===== config.mk =====
export PLATFORM = sky130hd
export DESIGN_NAME = ptfq_front
export DESIGN_NICKNAME = d
export VERILOG_FILES = /design/src/ptfq_pkg.sv /design/src/ptfq_front.sv
export SDC_FILE = /design/constraint.sdc
export NUM_CORES = 1
export LEC_CHECK = 0
export BUFFER_PORTS_ARGS = -buffer_cell sky130_fd_sc_hd__buf_4
export CELL_PAD_IN_SITES_DETAIL_PLACEMENT = 0
export CELL_PAD_IN_SITES_GLOBAL_PLACEMENT = 1
export CORE_MARGIN = 2
export CORE_UTILIZATION = 40
export CTS_CLUSTER_DIAMETER = 80
export DETAILED_ROUTE_END_ITERATION = 16
export GPL_TIMING_DRIVEN = 0
export PLACE_DENSITY = 0.83
export SYNTH_ARGS = -nofsm -noshare
export SYNTH_HDL_FRONTEND = slang
export SYNTH_SLANG_ARGS = --single-unit

===== constraint.sdc =====
create_clock -name clk -period 7.05 [get_ports clk]
set_input_delay 1.41 -clock clk [delete_from_list [all_inputs] [get_ports clk]]
set_output_delay 1.41 -clock clk [all_outputs]
set_load 0.01 [all_outputs]

===== src/ptfq_pkg.sv =====
`timescale 1ns / 1ps
package ptfq_pkg;

  // Field widths of one item
  localparam int PRIO_W    = 2;
  localparam int ID_W      = 11;
  localparam int LEN_W     = 4;
  localparam int DATA_W    = 64;
  localparam int ST_W      = 3;
  localparam int MAX_BYTES = 8;

  // Result status codes
  localparam logic [ST_W-1:0] ST_QUEUED         = 3'd0;
  localparam logic [ST_W-1:0] ST_QUEUED_CLEARED = 3'd1;
  localparam logic [ST_W-1:0] ST_REJECTED       = 3'd2;
  localparam logic [ST_W-1:0] ST_SENT           = 3'd3;
  localparam logic [ST_W-1:0] ST_EMPTY          = 3'd4;

  // Command kinds handed from the front to the back
  localparam int KIND_W = 2;
  localparam logic [KIND_W-1:0] CMD_ENQ    = 2'd0;
  localparam logic [KIND_W-1:0] CMD_REJECT = 2'd1;
  localparam logic [KIND_W-1:0] CMD_SEND   = 2'd2;

  // Frame as held in the slot memory
  typedef struct packed {
    logic [ID_W-1:0]   id;
    logic [LEN_W-1:0]  len;
    logic [DATA_W-1:0] data;
  } frame_t;

  // Classified command
  typedef struct packed {
    logic [KIND_W-1:0] kind;
    logic [PRIO_W-1:0] level;
    frame_t            frame;
  } cmd_t;

endpackage


===== src/ptfq_front.sv =====
`timescale 1ns / 1ps
module ptfq_front import ptfq_pkg::*; #(
  parameter int LEVELS = 4
) (
  input  logic              clk,
  input  logic              rst_n,
  input  logic              in_valid,
  output logic              in_stall,
  input  logic              in_op,
  input  logic [PRIO_W-1:0] in_priority_req,
  input  logic [ID_W-1:0]   in_frame_id,
  input  logic [LEN_W-1:0]  in_length,
  input  logic [DATA_W-1:0] in_payload,
  output logic              cmd_valid,
  output cmd_t              cmd,
  input  logic              cmd_pop
);

  localparam int QDEPTH = 2;

  cmd_t             cls;
  logic [DATA_W-1:0] kept;
  cmd_t             q_r [QDEPTH];
  logic             wr_ptr_r, wr_ptr_nxt;
  logic             rd_ptr_r, rd_ptr_nxt;
  logic [1:0]       cnt_r, cnt_nxt;
  logic             push;

  // Zero bytes beyond the frame length
  always_comb begin
    for (int b = 0; b < MAX_BYTES; b++) begin
      kept[b*8 +: 8] = (LEN_W'(b) < in_length) ? in_payload[b*8 +: 8] : 8'h00;
    end
  end

  // Classify the incoming item
  always_comb begin
    cls            = '0;
    cls.frame.id   = in_frame_id;
    cls.frame.len  = in_length;
    cls.frame.data = kept;
    if (int'(in_priority_req) >= LEVELS) begin
      cls.level = PRIO_W'(LEVELS - 1);
    end else begin
      cls.level = in_priority_req;
    end
    if (in_op) begin
      cls.kind = CMD_SEND;
    end else if (in_length > LEN_W'(MAX_BYTES)) begin
      cls.kind = CMD_REJECT;
    end else begin
      cls.kind = CMD_ENQ;
    end
  end

  assign in_stall  = (cnt_r == 2'(QDEPTH));
  assign push      = in_valid && !in_stall;
  assign cmd_valid = (cnt_r != 2'd0);
  assign cmd       = q_r[rd_ptr_r];

  // Advance the queue pointers
  always_comb begin
    wr_ptr_nxt = push ? ~wr_ptr_r : wr_ptr_r;
    rd_ptr_nxt = cmd_pop ? ~rd_ptr_r : rd_ptr_r;
    cnt_nxt    = cnt_r + 2'(push) - 2'(cmd_pop);
  end

  always_ff @(posedge clk) begin
    if (!rst_n) begin
      wr_ptr_r <= 1'b0;
      rd_ptr_r <= 1'b0;
      cnt_r    <= 2'd0;
    end else begin
      wr_ptr_r <= wr_ptr_nxt;
      rd_ptr_r <= rd_ptr_nxt;
      cnt_r    <= cnt_nxt;
    end
  end

  // Hold queued commands
  always_ff @(posedge clk) begin
    if (push) begin
      q_r[wr_ptr_r] <= cls;
    end
  end

endmodule


# ---- Yosys cells after proc, flatten, opt, wreduce, memory -nomap -nowiden
# Memories as Yosys holds them, arrays and structs flattened. A register that Yosys moved wholly into a read port is not among the register bits.
# Cells that the tools add are included.
dict set report word_totals {
  memories 1
  regBits 4
  mem_bits_rw 166
  out_inout_bits 85
  in_bits 86
}
dict set report op_classes {
  n_bitwise 2
  eq_ne 1
  n_lt_le_gt_ge 9
  n_mux 14
  n_addsub 2
  n_reduce_logical 3
}
# name depth word_bits read_ports rd_clocked_by_memory_dff write_ports line_no
set memory_table {}
lappend memory_table {q_r 2 83 1 1 1 ptfq_front.sv:23} ;# cmd_t q_r [QDEPTH];
# cell count
set ops {}
lappend ops {{$mux 8} 8}
lappend ops {{$lt 3x4->1 const A} 4}
lappend ops {{$lt 1x4->1 const A} 2}
lappend ops {{$lt 2x4->1 const A} 2}
lappend ops {{$mux 1} 5}
lappend ops {{$gt 4x4->1 const B} 1}
lappend ops {{$add 2x1->2} 1}
lappend ops {{$eq 2x2->1 const B} 1}
lappend ops {{$mux 2} 1}
lappend ops {{$not 1->1} 2}
lappend ops {{$reduce_bool 2->1} 1}
lappend ops {{$sub 2x1->2} 1}
lappend ops {{$logic_and 1x1->1} 1}
lappend ops {{$logic_not 1->1} 1}

# ---- Depth between registers and ports, before layout
dict set report logic_depth {
  ltp_word 5
  mapped_depth 8
}

# ---- Worst setup path after synthesis
# OpenSTA, ideal clock, no wires.
dict set report synth_path {
  path_type {input -> register}
  startpoint {in in_valid}
  endpoint {mem q_r[0][0] (netlist bit) (enable)}
  slack_ps 1561
  setup_time_ps 525
  arrival_time_ps 4964
  path_stages 2
  path_cell_list {nand2_1 -> nor2_1}
}
dict set report synth_via {
  elab_chain_cells 3
}
# element line_no
set synth_lines {}
lappend synth_lines {{from (decl)} ptfq_front.sv:7} ;# input logic in_valid,
lappend synth_lines {{$logic_and 1x1->1} ptfq_front.sv:57} ;# assign push = in_valid && !in_stall;
lappend synth_lines {{$mux 1} ptfq_front.sv:82} ;# if (push) begin
lappend synth_lines {{$mux 1 (implied by the code)} ptfq_front.sv:83} ;# q_r[wr_ptr_r] <= cls;
lappend synth_lines {{to (decl)} ptfq_front.sv:23}
# Every way passes these cells.

==> results.toml <==
[critical_path]
crit_fanout = 10
crit_buf_inv = 3
timing.rr.end = "q_r[0][40]$_DFFE_PP_"
endpoint_kind = "output port"
cp_top_family = "buffers and inverters"
crit_path_start_kind = "flop"
arrival_ns = 1.88
r2r_setup_slack_ns = 5.02
cp_common_cell = "buf_2"
ff2ff_path_depth = 4
r2r_start = "cnt_r[0]$_SDFF_PN0_"
max_stage_delay_ns = 0.38
crit_chain = "buf_2 -> buf_2 -> mux2_2 -> buf_4"
path_class = "flop to output port"
cp.required_ns = 5.64
crit_slowest_cell = "mux2_2"

[floorplanning]
row_count = 47
die_h_um = 133.3
dieArea_mm2 = 0.01777
start_util_pct = 40.61
die_w_um = 133.3
core_area_mm2 = 0.01647
boundaryPins = 171

[layout]
final_util_pct = 53.84
nFillCells = 1357
final_layout_size_suffix_gt1_share_pct = 53.98
postLayoutCellArea_mm2 = 0.008865
regArea_mm2 = 0.005085
multi_input_area_mm2 = 0.001548
stdcell_count = 785
area_growth_pct = 32.58
layout.nets = 640
diodes = 0

[clock_tree]
clkTransAtPathRegs_ns = 0.06
cts_tree = "done"
ctsHoldBuffers = 0
cts_resized = 0
htreeDepth = 4
post_cts_buffers = 0
numCtsBuffers = 17
root_buffer = "clkbuf_16"
clock_tree.buffer_depth = 2
clkLatencyLatePin_ns = 0.41
cts_sinks = 171

[place]
dp_hpwl_mm = 9.159
dp.cells = 753
port_buffers = 170
dpl_cell_area_mm2 = 0.008318
gp_congestion = 0.7100

[power_and_ir_drop]
ir_drop_v = 0.0001551
power.leakage_uw = 0.003355
cellPowerDensity_mw_per_mm2 = 290.0

[yosys]
syn_area_mm2 = 0.006686
seq_area_frac_synth_pct = 76.05
synth-seq-cells = 171
synthCells = 360
synth_fp_nets = 448
yosys_warnings = 0
yosysUniqueCellTypes = 25
synth.avg_cell_area_um2 = 18.57

[detailed_routing]
final_antenna_net_count = 0
drtIter0Drc = 133
drc = 0
vias_per_cell = 4.655
routed_wl_mm = 13.22
dr.pass1.iters = 4
wl_per_cell_um = 16.84
vias = 3654

[timing]
maxSlewHeadroom_pct = 36.92
finalSetupViolCount = 0
hold_viol = 0
tns_ns = 0
rsz0062_at_grt = "false"
finalCritPeriodShare_pct = 46.61
slew_violations = 0
layout_min_cycle_time_ns = 3.286
fmax_mhz = 304.3
timing.hold.ws_ns = 0.5205
tightestPinTransition_ns = 0.9418
skew_ns = 0.005943

[global_routing]
grt_pass1_vias = 4037
antenna_found_initial = 0
grt_max_degree = 55
grt_pass1_wl_mm = 20.40
grt_overflow = 0
grt.total_usage_pct = 15.17

[flow_run]
maxCapViolCount = 0

[worst_hold_path]
holdCritStartpoint = "rd_ptr_r$_SDFFE_PN0P_"
hold_path_class = "flop to flop"
hold_path_depth = 2

[status]
outcome = "finished, final reports clean"
## synth_stat cells
master	instances	area, µm²
a31oi_1	1	6.260
or2_2	2	12.51
buf_2	11	55.05
mux2_2	83	934.7
a21oi_1	1	5.000
nand2b_1	2	12.51
nor3_4	1	16.27
a21oi_2	1	8.760
and3_1	1	6.260
nor3_2	1	10.01
xnor2_1	1	8.760
a211oi_2	1	12.51
inv_1	3	11.26
nand2_1	2	7.510
and2_1	10	62.56
mux2i_1	1	10.01
nor2_2	1	6.260
nor2_1	5	18.77
nor3b_1	1	7.510
edfxtp_1	166	4985
xor2_1	1	8.760
dfxtp_1	5	100.1
nor3_1	1	5.000
nor2b_1	56	350.3
ha_1	2	25.02
## power by group
group	internal, µW	switching, µW
Combinational	226	214
Sequential	1250	24.9
Clock	494	365
Total	1970	604
## worst min-delay path, stage by stage, from the launching register on
cell and delay [ns]:
dfxtp_1 0.32, xnor2_1 0.09, nor2_1 0.08
## routing by layer
| metal | global-route usage, % | share of wire, % | vias up |
|---|---|---|---|
| met5 | 0 | 0 | - |
| met4 | 6.028 | 1.9 | 0 |
| met3 | 4.642 | 5.8 | 16 |
| met2 | 27.66 | 53 | 110 |
| met1 | 16.42 | 39 | 1791 |
| li1 | - | - | 1737 |
## stage by stage
stage,setup WS (ns),total power (µW)
2_1_floorplan,1.561,1519
3_3_place_gp,-0.4885,1733
3_5_place_dp,4.009,1744
4_1_cts,3.672,2607
5_1_grt,3.599,2680
6_report,3.764,2571
## flip-flops by register name, indices dropped and copies added, names as in the netlist, named ones only
signal / cells
q_r: 166
rd_ptr_r: 1
cnt_r: 2
wr_ptr_r: 1
## how the worst max path moves through the flow
stage | from | endpoint | depth (start not counted)
5_1_grt | flop | cmd[45] | 4
2_1_floorplan | in_valid | q_r[0][0]$_DFFE_PP_ | 2
3_3_place_gp | in_valid | q_r[0][4]$_DFFE_PP_ | 3
3_5_place_dp | in_length[2] | q_r[0][48]$_DFFE_PP_ | 4
4_1_cts | flop | cmd[45] | 4
6_report | flop | cmd[40] | 4
## cell families (layout without fill, tap and decap cells)
logic type | Yosys count | count (layout) | share of synthesized area (%)
xor gates and xnor gates | 2 | 2 | 0.2620
AOI/OAI and AO/OA | 4 | 4 | 0.4865
DFF | 171 | 171 | 76.05
adders and majority gates | 2 | 2 | 0.3742
buffers and inverters | 14 | 219 | 0.9917
and+or+nand+nor | 83 | 83 | 7.710
muxes | 84 | 84 | 14.13
## layout by cell type (no fill, tap or decap), drive strengths merged, types with 2 or more instances in the layout
master and instances:
and2 10, mux2 83, clkbuf 21, clkinvlp 2, a21oi 2, edfxtp 166
dfxtp 5, inv 4, nand2b 2, nor3 3, nor2b 56, clkinv 7
nor2 6, buf 184, or2 2, nand2 2, ha 2
## layout make-up
type | instances | area share, %
Timing Repair Buffer | 173 | 15.16
Multi-Input combinational cell | 175 | 17.46
Buffer | 11 | 0.6210
Inverter | 3 | 0.1270
Tap cell | 220 | 3.105
Sequential cell | 171 | 57.36
Clock inverter | 11 | 1.087
Clock buffer | 21 | 5.081
Power figures use the tool's default switching activity.
